### config.mk
export PLATFORM = sky130hd
export DESIGN_NAME = decimating_dc_blocker_flat
export DESIGN_NICKNAME = d
export VERILOG_FILES = /design/src/rtl/dcb_pkg.sv /design/src/rtl/dcb_if.sv /design/src/rtl/decimating_dc_blocker.sv /design/src/rtl/dcb_cfg.sv /design/src/rtl/dcb_accum.sv /design/src/rtl/dcb_filter.sv /design/src/flat_wrapper.sv
export VERILOG_INCLUDE_DIRS = /design/src /design/src/rtl
export SDC_FILE = /design/constraint.sdc
export NUM_CORES = 1
export LEC_CHECK = 0
export BUFFER_PORTS_ARGS = -buffer_cell sky130_fd_sc_hd__clkbuf_2
export CORE_MARGIN = 4
export CORE_UTILIZATION = 55
export DETAILED_ROUTE_END_ITERATION = 10
export PLACE_DENSITY = 0.68
export SYNTH_ARGS = -nofsm -noshare
export SYNTH_HDL_FRONTEND = slang
export SYNTH_SLANG_ARGS = --single-unit
### constraint.sdc
create_clock -name clk -period 31.2 [get_ports clk]
set_clock_uncertainty 0.1 [all_clocks]
set_input_delay 4.68 -clock clk [delete_from_list [all_inputs] [get_ports clk]]
set_output_delay 4.68 -clock clk [all_outputs]
set_load 0.1 [all_outputs]
### src/rtl/decimating_dc_blocker_macros.svh
// Assertion macros shared by the decimating DC blocker RTL.
`ifndef DECIMATING_DC_BLOCKER_MACROS_SVH
`define DECIMATING_DC_BLOCKER_MACROS_SVH

`ifndef SYNTH

`define DCB_ASSERT_IMP(label, clk, rst_n, ante, cons) \
    label: assert property (@(posedge clk) disable iff (!rst_n) (ante) |-> (cons)) \
        else $error("same-cycle implication check failed");

`define DCB_ASSERT_NEXT(label, clk, rst_n, ante, cons) \
    label: assert property (@(posedge clk) disable iff (!rst_n) (ante) |=> (cons)) \
        else $error("next-cycle implication check failed");

`else

`define DCB_ASSERT_IMP(label, clk, rst_n, ante, cons)

`define DCB_ASSERT_NEXT(label, clk, rst_n, ante, cons)

`endif

`endif

### src/rtl/dcb_pkg.sv
// Package with widths, constants and shared types of the decimating DC blocker.
`default_nettype none

package dcb_pkg;

    localparam int SAMPLE_W       = 16;
    localparam int VALUE_W        = 32;
    localparam int SHORT_W        = 16;
    localparam int SUM_W          = 23;
    localparam int DIFF_W         = 24;
    localparam int FACTOR_W       = 7;
    localparam int OSR_W          = 6;
    localparam int SHIFT_W        = 3;
    localparam int PHASE_W        = 6;
    localparam int PROD_W         = 12;
    localparam int MULT_W         = 48;
    localparam int FILT_W         = 34;
    localparam int CFG_INDEX_W    = 2;
    localparam int CFG_DATA_W     = 7;

    localparam int BUFFER_SAMPLES = 1024;
    localparam int POS_W          = $clog2(BUFFER_SAMPLES);

    localparam int FACTOR_MAX     = 64;
    localparam int OSR_MAX        = 32;
    localparam int SHIFT_LIMIT    = 16;
    localparam int FACTOR_RESET   = 8;
    localparam int OSR_RESET      = 1;

    // Pole of the DC blocker, 0.995 in Q15.
    localparam logic signed [15:0] BLOCK_Q15 = 16'sd32604;
    localparam int Q15_FRAC       = 15;

    localparam logic [CFG_INDEX_W-1:0] REG_DECIMATION_FACTOR = 2'd0;
    localparam logic [CFG_INDEX_W-1:0] REG_OVERSAMPLE_RATE   = 2'd1;

    typedef struct packed {
        logic [FACTOR_W-1:0] eff_factor;
        logic [SHIFT_W-1:0]  shift;
    } cfg_t;

    typedef struct packed {
        logic                     valid;
        logic signed [DIFF_W-1:0] diff;
        logic                     last;
    } stage_t;

endpackage

`default_nettype wire

### src/rtl/dcb_if.sv
// Valid/ready channel interfaces for input samples and filtered results.
`default_nettype none

interface dcb_sample_if;
    logic                                 valid;
    logic                                 ready;
    logic signed [dcb_pkg::SAMPLE_W-1:0]  sample;

    modport source (output valid, output sample, input ready);
    modport sink   (input valid, input sample, output ready);
endinterface

interface dcb_result_if;
    logic                                 valid;
    logic                                 ready;
    logic signed [dcb_pkg::VALUE_W-1:0]   filtered_value;
    logic signed [dcb_pkg::SHORT_W-1:0]   short_value;
    logic                                 last_of_buffer;

    modport source (output valid, output filtered_value, output short_value,
                    output last_of_buffer, input ready);
    modport sink   (input valid, input filtered_value, input short_value,
                    input last_of_buffer, output ready);
endinterface

`default_nettype wire

### src/rtl/decimating_dc_blocker.sv
// A sample that closes a group has its difference registered in the input stage and then
// its result registered in the output stage before the sink can take the result beat.
// Throughput: one sample beat per cycle while the input stage has room.
// A stalled result stops input only once the input stage also holds a finished group.
// Reset (rst_n, asynchronous, active low) clears sums, counters and filter state and
// restores decimation factor 8 and oversample rate 1; no clearing pass is needed.
`default_nettype none

module decimating_dc_blocker (
    input  wire logic                            clk,
    input  wire logic                            rst_n,
    input  wire logic                            cfg_write,
    input  wire logic [dcb_pkg::CFG_INDEX_W-1:0] cfg_index,
    input  wire logic [dcb_pkg::CFG_DATA_W-1:0]  cfg_data,
    dcb_sample_if.sink                           sample_ch,
    dcb_result_if.source                         result_ch
);
    import dcb_pkg::*;

    // Effective decimation factor and sum shift, both derived when a register is written.
    cfg_t   cfg;
    // Group difference travelling from the input stage to the output stage.
    stage_t stage;
    logic   take;

    // The configuration block holds the two registers and works out the clamped
    // factor and the right shift that keeps the decimated sum in range.
    dcb_cfg u_cfg (
        .clk       (clk),
        .rst_n     (rst_n),
        .cfg_write (cfg_write),
        .cfg_index (cfg_index),
        .cfg_data  (cfg_data),
        .cfg       (cfg)
    );

    // The input stage takes a sample beat every cycle it has room, adds it to the
    // running group sum and, when the group or the buffer period ends, registers the
    // scaled sum minus the previous one.
    dcb_accum u_accum (
        .clk       (clk),
        .rst_n     (rst_n),
        .cfg       (cfg),
        .sample_ch (sample_ch),
        .take      (take),
        .stage     (stage)
    );

    // The output stage adds the Q15-scaled previous output, saturates to 32 bits and
    // holds the result beat until the sink takes it; meanwhile the input stage keeps
    // taking samples until it holds one more finished group.
    dcb_filter u_filter (
        .clk       (clk),
        .rst_n     (rst_n),
        .stage     (stage),
        .take      (take),
        .result_ch (result_ch)
    );

endmodule

`default_nettype wire

### src/rtl/dcb_cfg.sv
// Configuration registers with effective decimation factor and shift derivation.
`default_nettype none

module dcb_cfg (
    input  wire logic                             clk,
    input  wire logic                             rst_n,
    input  wire logic                             cfg_write,
    input  wire logic [dcb_pkg::CFG_INDEX_W-1:0]  cfg_index,
    input  wire logic [dcb_pkg::CFG_DATA_W-1:0]   cfg_data,
    output dcb_pkg::cfg_t                         cfg
);
    import dcb_pkg::*;

    logic [FACTOR_W-1:0] factor_reg, factor_next;
    logic [OSR_W-1:0]    osr_reg, osr_next;
    logic [FACTOR_W-1:0] eff_reg, eff_next;
    logic [SHIFT_W-1:0]  shift_reg, shift_next;
    logic [OSR_W-1:0]    osr_eff;
    logic [PROD_W-1:0]   prod;

    always_comb
    begin
        factor_next = factor_reg;
        osr_next    = osr_reg;
        if (cfg_write && (cfg_index == REG_DECIMATION_FACTOR))
        begin
            factor_next = cfg_data[FACTOR_W-1:0];
        end
        if (cfg_write && (cfg_index == REG_OVERSAMPLE_RATE))
        begin
            osr_next = cfg_data[OSR_W-1:0];
        end
    end

    always_comb
    begin
        if (factor_next == '0)
        begin
            eff_next = FACTOR_W'(1);
        end
        else if (factor_next > FACTOR_W'(FACTOR_MAX))
        begin
            eff_next = FACTOR_W'(FACTOR_MAX);
        end
        else
        begin
            eff_next = factor_next;
        end
        osr_eff = (osr_next > OSR_W'(OSR_MAX)) ? OSR_W'(OSR_MAX) : osr_next;
        prod    = PROD_W'(osr_eff) * PROD_W'(eff_next);
        // Halvings are monotonic, so the last step still above the limit sets the count.
        shift_next = '0;
        for (int i = 0; i < 8; i++)
        begin
            if ((prod >> i) > PROD_W'(SHIFT_LIMIT))
            begin
                shift_next = SHIFT_W'(i + 1);
            end
        end
    end

    always_ff @(posedge clk or negedge rst_n)
    begin
        if (!rst_n)
        begin
            factor_reg <= FACTOR_W'(FACTOR_RESET);
            osr_reg    <= OSR_W'(OSR_RESET);
            eff_reg    <= FACTOR_W'(FACTOR_RESET);
            shift_reg  <= '0;
        end
        else
        begin
            factor_reg <= factor_next;
            osr_reg    <= osr_next;
            eff_reg    <= eff_next;
            shift_reg  <= shift_next;
        end
    end

    assign cfg.eff_factor = eff_reg;
    assign cfg.shift      = shift_reg;

endmodule

`default_nettype wire

### src/rtl/dcb_accum.sv
// Input stage: group accumulation, buffer counting, scaling and first difference.
`default_nettype none
`include "decimating_dc_blocker_macros.svh"

module dcb_accum (
    input  wire logic   clk,
    input  wire logic   rst_n,
    input  wire dcb_pkg::cfg_t cfg,
    dcb_sample_if.sink  sample_ch,
    input  wire logic   take,
    output dcb_pkg::stage_t stage
);
    import dcb_pkg::*;

    logic signed [SUM_W-1:0]  group_sum_reg, sum_new, x;
    logic [PHASE_W-1:0]       phase_reg;
    logic [FACTOR_W-1:0]      phase_inc;
    logic [POS_W-1:0]         pos_reg;
    logic signed [SUM_W-1:0]  last_input_reg;
    logic                     s1_valid_reg, s1_valid_next;
    logic signed [DIFF_W-1:0] s1_diff_reg, diff;
    logic                     s1_last_reg;
    logic                     accept, end_grp, end_buf, close;

    assign sample_ch.ready = !s1_valid_reg || take;
    assign accept          = sample_ch.valid && sample_ch.ready;

    always_comb
    begin
        sum_new   = group_sum_reg + SUM_W'(sample_ch.sample);
        phase_inc = FACTOR_W'(phase_reg) + FACTOR_W'(1);
        end_grp   = phase_inc >= cfg.eff_factor;
        end_buf   = pos_reg == POS_W'(BUFFER_SAMPLES - 1);
        close     = end_grp || end_buf;
        x         = sum_new >>> cfg.shift;
        diff      = DIFF_W'(x) - DIFF_W'(last_input_reg);
        s1_valid_next = (accept && close) || (s1_valid_reg && !take);
    end

    always_ff @(posedge clk or negedge rst_n)
    begin
        if (!rst_n)
        begin
            group_sum_reg  <= '0;
            phase_reg      <= '0;
            pos_reg        <= '0;
            last_input_reg <= '0;
            s1_valid_reg   <= 1'b0;
        end
        else
        begin
            s1_valid_reg <= s1_valid_next;
            if (accept)
            begin
                pos_reg <= end_buf ? '0 : pos_reg + POS_W'(1);
                if (close)
                begin
                    group_sum_reg  <= '0;
                    phase_reg      <= '0;
                    last_input_reg <= x;
                end
                else
                begin
                    group_sum_reg <= sum_new;
                    phase_reg     <= phase_inc[PHASE_W-1:0];
                end
            end
        end
    end

    always_ff @(posedge clk)
    begin
        if (accept && close)
        begin
            s1_diff_reg <= diff;
            s1_last_reg <= end_buf;
        end
    end

    assign stage.valid = s1_valid_reg;
    assign stage.diff  = s1_diff_reg;
    assign stage.last  = s1_last_reg;

    `DCB_ASSERT_NEXT(a_group_restart, clk, rst_n, accept && close,
                     group_sum_reg == '0 && phase_reg == '0 && s1_valid_reg)
    `DCB_ASSERT_NEXT(a_buffer_end_flag, clk, rst_n, accept && end_buf,
                     s1_last_reg && pos_reg == '0)

endmodule

`default_nettype wire

### src/rtl/dcb_filter.sv
// Output stage: leaky feedback multiply, saturation and result register.
`default_nettype none
`include "decimating_dc_blocker_macros.svh"

module dcb_filter (
    input  wire logic     clk,
    input  wire logic     rst_n,
    input  wire dcb_pkg::stage_t stage,
    output logic          take,
    dcb_result_if.source  result_ch
);
    import dcb_pkg::*;

    logic signed [VALUE_W-1:0] last_output_reg, y_sat, scaled;
    logic                      out_valid_reg, out_valid_next;
    logic                      out_last_reg;
    logic signed [MULT_W-1:0]  prod, prod_adj;
    logic signed [FILT_W-1:0]  y_wide;
    logic                      out_free;

    assign out_free = !out_valid_reg || result_ch.ready;
    assign take     = stage.valid && out_free;

    always_comb
    begin
        prod = MULT_W'(last_output_reg) * MULT_W'(BLOCK_Q15);
        // Bias negative products so the arithmetic shift truncates toward zero.
        prod_adj = prod[MULT_W-1] ? prod + MULT_W'((1 << Q15_FRAC) - 1) : prod;
        scaled   = VALUE_W'(prod_adj >>> Q15_FRAC);
        y_wide   = FILT_W'(stage.diff) + FILT_W'(scaled);
        if (y_wide > FILT_W'(signed'({1'b0, {(VALUE_W-1){1'b1}}})))
        begin
            y_sat = {1'b0, {(VALUE_W-1){1'b1}}};
        end
        else if (y_wide < FILT_W'(signed'({1'b1, {(VALUE_W-1){1'b0}}})))
        begin
            y_sat = {1'b1, {(VALUE_W-1){1'b0}}};
        end
        else
        begin
            y_sat = y_wide[VALUE_W-1:0];
        end
        out_valid_next = take || (out_valid_reg && !result_ch.ready);
    end

    always_ff @(posedge clk or negedge rst_n)
    begin
        if (!rst_n)
        begin
            last_output_reg <= '0;
            out_valid_reg   <= 1'b0;
        end
        else
        begin
            out_valid_reg <= out_valid_next;
            if (take)
            begin
                last_output_reg <= y_sat;
            end
        end
    end

    always_ff @(posedge clk)
    begin
        if (take)
        begin
            out_last_reg <= stage.last;
        end
    end

    assign result_ch.valid          = out_valid_reg;
    assign result_ch.filtered_value = last_output_reg;
    assign result_ch.short_value    = last_output_reg[SHORT_W-1:0];
    assign result_ch.last_of_buffer = out_last_reg;

    `DCB_ASSERT_NEXT(a_take_fills_output, clk, rst_n, take, out_valid_reg)
    `DCB_ASSERT_NEXT(a_state_held_when_idle, clk, rst_n, !take,
                     last_output_reg == $past(last_output_reg))

endmodule

`default_nettype wire
### src/flat_wrapper.sv
// flat-port wrapper written by rule: the top's interface ports become plain ports
module decimating_dc_blocker_flat import dcb_pkg::*;
  (clk, rst_n, cfg_write, cfg_index, cfg_data, sample_ch_valid, sample_ch_sample, sample_ch_ready, result_ch_valid, result_ch_filtered_value, result_ch_short_value, result_ch_last_of_buffer, result_ch_ready);
  dcb_sample_if sample_ch_i ();
  dcb_result_if result_ch_i ();
  input  wire logic clk;
  input  wire logic rst_n;
  input  wire logic cfg_write;
  input  wire logic [dcb_pkg::CFG_INDEX_W-1:0] cfg_index;
  input  wire logic [dcb_pkg::CFG_DATA_W-1:0] cfg_data;
  input wire logic [$bits(sample_ch_i.valid)-1:0] sample_ch_valid;
  input wire logic [$bits(sample_ch_i.sample)-1:0] sample_ch_sample;
  output wire logic [$bits(sample_ch_i.ready)-1:0] sample_ch_ready;
  output wire logic [$bits(result_ch_i.valid)-1:0] result_ch_valid;
  output wire logic [$bits(result_ch_i.filtered_value)-1:0] result_ch_filtered_value;
  output wire logic [$bits(result_ch_i.short_value)-1:0] result_ch_short_value;
  output wire logic [$bits(result_ch_i.last_of_buffer)-1:0] result_ch_last_of_buffer;
  input wire logic [$bits(result_ch_i.ready)-1:0] result_ch_ready;
  assign sample_ch_i.valid = sample_ch_valid;
  assign sample_ch_i.sample = sample_ch_sample;
  assign sample_ch_ready = sample_ch_i.ready;
  assign result_ch_valid = result_ch_i.valid;
  assign result_ch_filtered_value = result_ch_i.filtered_value;
  assign result_ch_short_value = result_ch_i.short_value;
  assign result_ch_last_of_buffer = result_ch_i.last_of_buffer;
  assign result_ch_i.ready = result_ch_ready;
  decimating_dc_blocker u_core (.clk(clk), .rst_n(rst_n), .cfg_write(cfg_write), .cfg_index(cfg_index), .cfg_data(cfg_data), .sample_ch(sample_ch_i), .result_ch(result_ch_i));
endmodule
### Yosys cells after proc, flatten, opt, wreduce, memory -nomap -nowiden

Index checks and enable logic that the tools add are counted.

* bits in registers: 145
* word-level logic and storage cells: 76
* input bits: 30
* output and inout bits: 51

* reductions and logical operators: 19
* order comparisons: 13
* equality and inequality tests: 2
* $add $sub $neg: 6
* shifts and indexed selects: 1
* $mul: 2
* multiplexer cells: 19

Operators by type and width (number)
* 32-bit two-way mux: 2
* 47-bit by 16-bit adder with 47-bit output (second input constant): 1
* 47-bit two-way mux: 1
* 32-bit by 14-bit multiplier with 46-bit output (second input constant): 1
* 24-bit by 32-bit adder with 33-bit output: 1
* 33-bit by 32-bit > comparator with 1-bit output (second input constant): 1
* 33-bit by 32-bit less-than comparator with 1-bit output (second input constant): 1
* 23-bit by 23-bit subtractor with 24-bit output: 1
* 23-bit by 16-bit adder with 23-bit output: 1
* 23-bit two-way mux: 1
* 23-bit by 3-bit >>> shifter with 23-bit output: 1
* 7-bit two-way mux: 3
* 6-bit two-way mux: 3
* 3-bit two-way mux: 5
* 12-bit by 5-bit > comparator with 1-bit output (second input constant): 1
* 6-bit by 7-bit multiplier with 12-bit output: 1
* 11-bit by 5-bit > comparator with 1-bit output (second input constant): 1
* 10-bit by 1-bit adder with 10-bit output (second input constant): 1
* 10-bit == test (second input constant): 1
* 10-bit by 5-bit > comparator with 1-bit output (second input constant): 1
* 10-bit two-way mux: 1
* 9-bit by 5-bit > comparator with 1-bit output (second input constant): 1
* 8-bit by 5-bit > comparator with 1-bit output (second input constant): 1
* 6-bit by 1-bit adder with 7-bit output (second input constant): 1
* 15 further kinds: 29

### Depth between registers and ports, before layout

* depth in word-level cells: 16
* depth in mapped cells: 39
* gate-level depth less buffers: 36

### Modules after synthesis

Synthesis repeated with hierarchy kept, for this count alone.

* cell total of the unflattened synthesis: 2647
* area total of the unflattened synthesis: 24328.3 um^2

Modules (own cells, without submodules)
* dcb_filter: seq. area each 855.8 um^2, times used 1, area each 15055.7 um^2, cells each 1639
* dcb_accum: seq. area each 2327.2 um^2, times used 1, area each 6985.4 um^2, cells each 753
* dcb_cfg: seq. area each 554.3 um^2, times used 1, area each 2287.2 um^2, cells each 255

### Worst setup path after synthesis

Ideal clock, no wire load.

* kind: register -> register
* from: register u_core.u_filter.last_output_reg[31], in the netlist u_core.u_filter.result_ch.filtered_value[31]
* to: register u_core.u_filter.last_output_reg[26], in the netlist u_core.u_filter.result_ch.filtered_value[26]
* required time: 30963 ps
* setup time: 137 ps
* arrival: 10434 ps
* clock period less this slack: 10670 ps
* setup slack: 20530 ps
* stages on the path, launching flop included: 35
* path through: dfrtp_1 > inv_1 > fa_1 > inv_1 > fa_1 > fa_1 > fa_1 > inv_1 > fa_1 > inv_1 > ha_1 > clkbuf_1 > a21oi_1 > o21ai_0 > a31oi_1 > a21bo_2 > a211oi_1 > a21oi_1 > a211oi_2 > inv_1 > nor3_1 > xnor2_1 > ha_1 > a21oi_1 > nor2b_1 > a32o_1 > or4b_1 > a41oi_2 > o21ai_1 > a311oi_2 > xor2_2 > nor2_1 > buf_2 > o211ai_1 > o21ai_0

* cells in the longest elaborated chain, start to end: 7
* elaborated cells between the ends (all ways): 8

RTL lines
* from (decl): line dcb_filter.sv:14 `logic signed [VALUE_W-1:0] last_output_reg, y_sat, scaled;`
* from (signal assigned): line dcb_filter.sv:58 `last_output_reg <= y_sat;`
* 32-bit by 14-bit multiplier with 46-bit output *: line dcb_filter.sv:26 `prod = MULT_W'(last_output_reg) * MULT_W'(BLOCK_Q15);`
* 47-bit by 16-bit adder with 47-bit output: line dcb_filter.sv:28 `prod_adj = prod[MULT_W-1] ? prod + MULT_W'((1 << Q15_FRAC) - 1) : prod;`
* 47-bit two-way mux *: line dcb_filter.sv:28
* 24-bit by 32-bit adder with 33-bit output *: line dcb_filter.sv:30 `y_wide = FILT_W'(stage.diff) + FILT_W'(scaled);`
* 33-bit by 32-bit less-than comparator with 1-bit output: line dcb_filter.sv:35 `else if (y_wide < FILT_W'(signed'({1'b1, {(VALUE_W-1){1'b0}}})))`
* 32-bit two-way mux: line dcb_filter.sv:35
* 32-bit two-way mux *: line dcb_filter.sv:31 `if (y_wide > FILT_W'(signed'({1'b0, {(VALUE_W-1){1'b1}}})))`

Mark *: on every way between the ends. The rest lies on a longest branch, timed or not.
A chain may end at the register's enable or synchronous reset.

### Worst setup path in the final report

* from: register u_core.u_filter.last_output_reg[12], in the netlist u_core.u_filter.result_ch.filtered_value[12]
* to: register u_core.u_filter.last_output_reg[25], in the netlist u_core.u_filter.result_ch.filtered_value[25]

Same word-level chain as after synthesis.

==> reports/metrics.yaml <==
synth:
  async_flop_share_pct: 81.9
  netlist-cell-type-count: 89
  yosysMostFrequentCell: "inv_1"
  syn_avg_cell_area_um2: 9.21
  synth_top_cell_area_share_pct: 24.9
  yosys_warnings: 0
  synth_nets: 3163
  ys_seq_area_share_pct: 15.8
  synth_edf_count: 26
  ys_top_cells_by_area: "fa_1 25%, ha_1 14%, dfrtp_1 12%, inv_1 7.0%, xnor2_1 3.6%"
  synth_area_um2: 23700
  ys_ff_latch: 144
  dominantRegCellSynth: "dfrtp_1"
  synth.largest_area_cell: "fa_1"
  ys_top_cells_by_count: "442 x inv_1, 294 x fa_1, 269 x ha_1, 176 x nand2_1, 136 x a21oi_1"
  syn_inst: 2570
timing:
  setup_violations: 0
  drv_slew: 0
  fin_setup_tns_ns: 0
  rsz0062_at_grt: "no"
  fmax_mhz: 87.9
  fin_ws_ns: 19.82
  hold_viol: 0
  layout_min_cycle_time_ns: 11.38
  worst_pin_slew_ns: 1.02
  relSlewSlack_pct: 30.4
  period_share_pct: 36.5
setup_path:
  worstPathRequired_ns: 31.46
  endpoint_kind: "register"
  worstPathArrival_ns: 11.64
  crit_cells: 34
  rr_worst_depth: 34
  timing.reg2reg.setup_slack_ns: 19.82
  startpoint_type: "register"
  worstSetupPathType: "register to register"
  cp_top_family: "adder cells"
  slowest_delay_ns: 0.68
  timing.critical_path.mode_cell: "fa_1"
  crit_fanout: 18
  crit_slowest_cell: "dfrtp_1"
  r2r_start: "u_core.u_filter.result_ch.filtered_value[12]$_DFFE_PN0P_"
  r2r-end: "u_core.u_filter.result_ch.filtered_value[25]$_DFFE_PN0P_"
  crit_buf_inv: 6
routing:
  drt-initial-drc-count: 936
  vias: 18400
  met3_length_mm: 3.21
  wire_per_inst_um: 19.1
  ant_nets: 0
  top_layer_used: "met4"
  vias_per_cell: 5.82
  met2WireLength_mm: 29.3
  wl_met1_mm: 26.1
  wl_mm: 60.2
  post-route-drc-count: 0
  drtPass1Iterations: 8
layout:
  syn2layout_area_growth_pct: 5.96
  fin_nets: 3198
  largest_register_ffs: 32
  drive_gt1_share_pct: 7.56
  antenna_cells: 0
floorplan:
  die_y_um: 215
  start_util_pct: 56.1
  num_rows: 75
  die_x_um: 215
  io_pins: 81
  core_um2: 42200
  dieArea_um2: 46400
clock_tree:
  cts_buffer_depth: 2
  cts-root-buf: "clkbuf_16"
  htreeDepth: 4
  postCtsSetupBuffers: 0
  tritoncts: "built"
  path_clk_slew_ns: 0.06
  ctsResizeCount: 0
  postCtsHoldBufs: 0
  numClockSinks: 144
  clock_latency_ns: 0.46
  cts_buffers: 17
grt:
  antenna_found_initial: 1
  grt_pass1_vias: 19200
  grt_use_total_pct: 26.4
  overflow: 0
  grt_max_degree: 68
  grt_pass1_wl_mm: 99.8
flow_run:
  drv_cap: 0
place:
  port_buffers: 80
  hpwl_mm: 49.6
  routabilityCongestion: 0.969
  pre_cts_ws_ns: 19.86
hold_path:
  min_delay_worst_endpoint: "u_core.u_filter.result_ch.last_of_buffer$_DFFE_PP_"
  hp-start: "u_core.u_accum.s1_last_reg$_DFFE_PP_"
  hold_path.class: "register to register"
  holdPathStages: 0
run_status:
  outcome: "finished, final reports clean"
layout by cell type, fill, tap and decap left out, types with 13 or more instances in the layout:
cell,Yosys,layout
o21bai_1,28,28
nand3_1,45,45
mux2_2,32,32
a21o_1,52,52
o211ai_1,19,19
and2_1,15,15
nand4_1,35,35
dfrtp_1,115,115
a31oi_1,18,18
o21a_1,23,23
nor3_1,40,39
inv_1,442,442
fa_1,294,294
o21ai_0,116,116
mux2i_1,30,30
a211oi_1,25,25
nand2b_1,18,18
nor2_1,128,128
or3_1,13,13
a21oi_1,136,136
o22ai_1,13,13
a22o_1,19,19
xor2_1,66,66
nand2_1,176,176
edfxtp_1,26,26
xnor2_1,97,97
and3_1,23,23
nor2b_1,17,17
maj3_1,16,16
clkbuf_2,0,79
ha_1,269,269
clkbuf_16,0,17
through the flow:
stage,utilization [%],instances,hold slack (ns),area (µm²)
global route,59.4,3157,0.355,25100
detailed placement,58.0,3125,0.325,24500
global placement,58.0,3125,0.308,24500
CTS,59.4,3157,0.341,25100
floorplan,-,2570,0.300,23700
finish,59.4,3157,0.336,25100
layout make-up:
cell class,instances,area (µm²)
flip-flops and latches,144,3740
multi-input cells,1909,17900
clock buffers,18,429
inverters,444,1670
repair buffers,89,470
well taps,539,674
fillers,3679,17100
clock inverters,14,179
logic make-up after synthesis:
logic type,synth area share [%]
mux,3.27
fa+ha+maj,39.8
flops,15.8
simple gates,11.9
compound gates,14.7
xor+xnor,6.10
buf+inv,8.50
worst max-delay path by stage:
| stage | start | to |
|---|---|---|
| after floorplan | u_core.u_filter.result_ch.filtered_value[31]$_DFFE_PN0P_ | u_core.u_filter.result_ch.filtered_value[26]$_DFFE_PN0P_ |
| after global placement | u_core.u_filter.result_ch.filtered_value[12]$_DFFE_PN0P_ | u_core.u_filter.result_ch.filtered_value[25]$_DFFE_PN0P_ |
| after detailed placement | u_core.u_filter.result_ch.filtered_value[12]$_DFFE_PN0P_ | u_core.u_filter.result_ch.filtered_value[25]$_DFFE_PN0P_ |
| after CTS | u_core.u_filter.result_ch.filtered_value[12]$_DFFE_PN0P_ | u_core.u_filter.result_ch.filtered_value[25]$_DFFE_PN0P_ |
| after global routing | u_core.u_filter.result_ch.filtered_value[15]$_DFFE_PN0P_ | u_core.u_filter.result_ch.filtered_value[25]$_DFFE_PN0P_ |
| final | u_core.u_filter.result_ch.filtered_value[12]$_DFFE_PN0P_ | u_core.u_filter.result_ch.filtered_value[25]$_DFFE_PN0P_ |
layer usage:
layer	vias up	track usage [%]
li1	8742	-
met1	8983	35.6
met5	-	0
met4	0	7.43
met2	550	44.9
met3	110	3.80
Power is not shown: default switching activity piles up to over one toggle a cycle in this logic, so the estimate is an artifact.
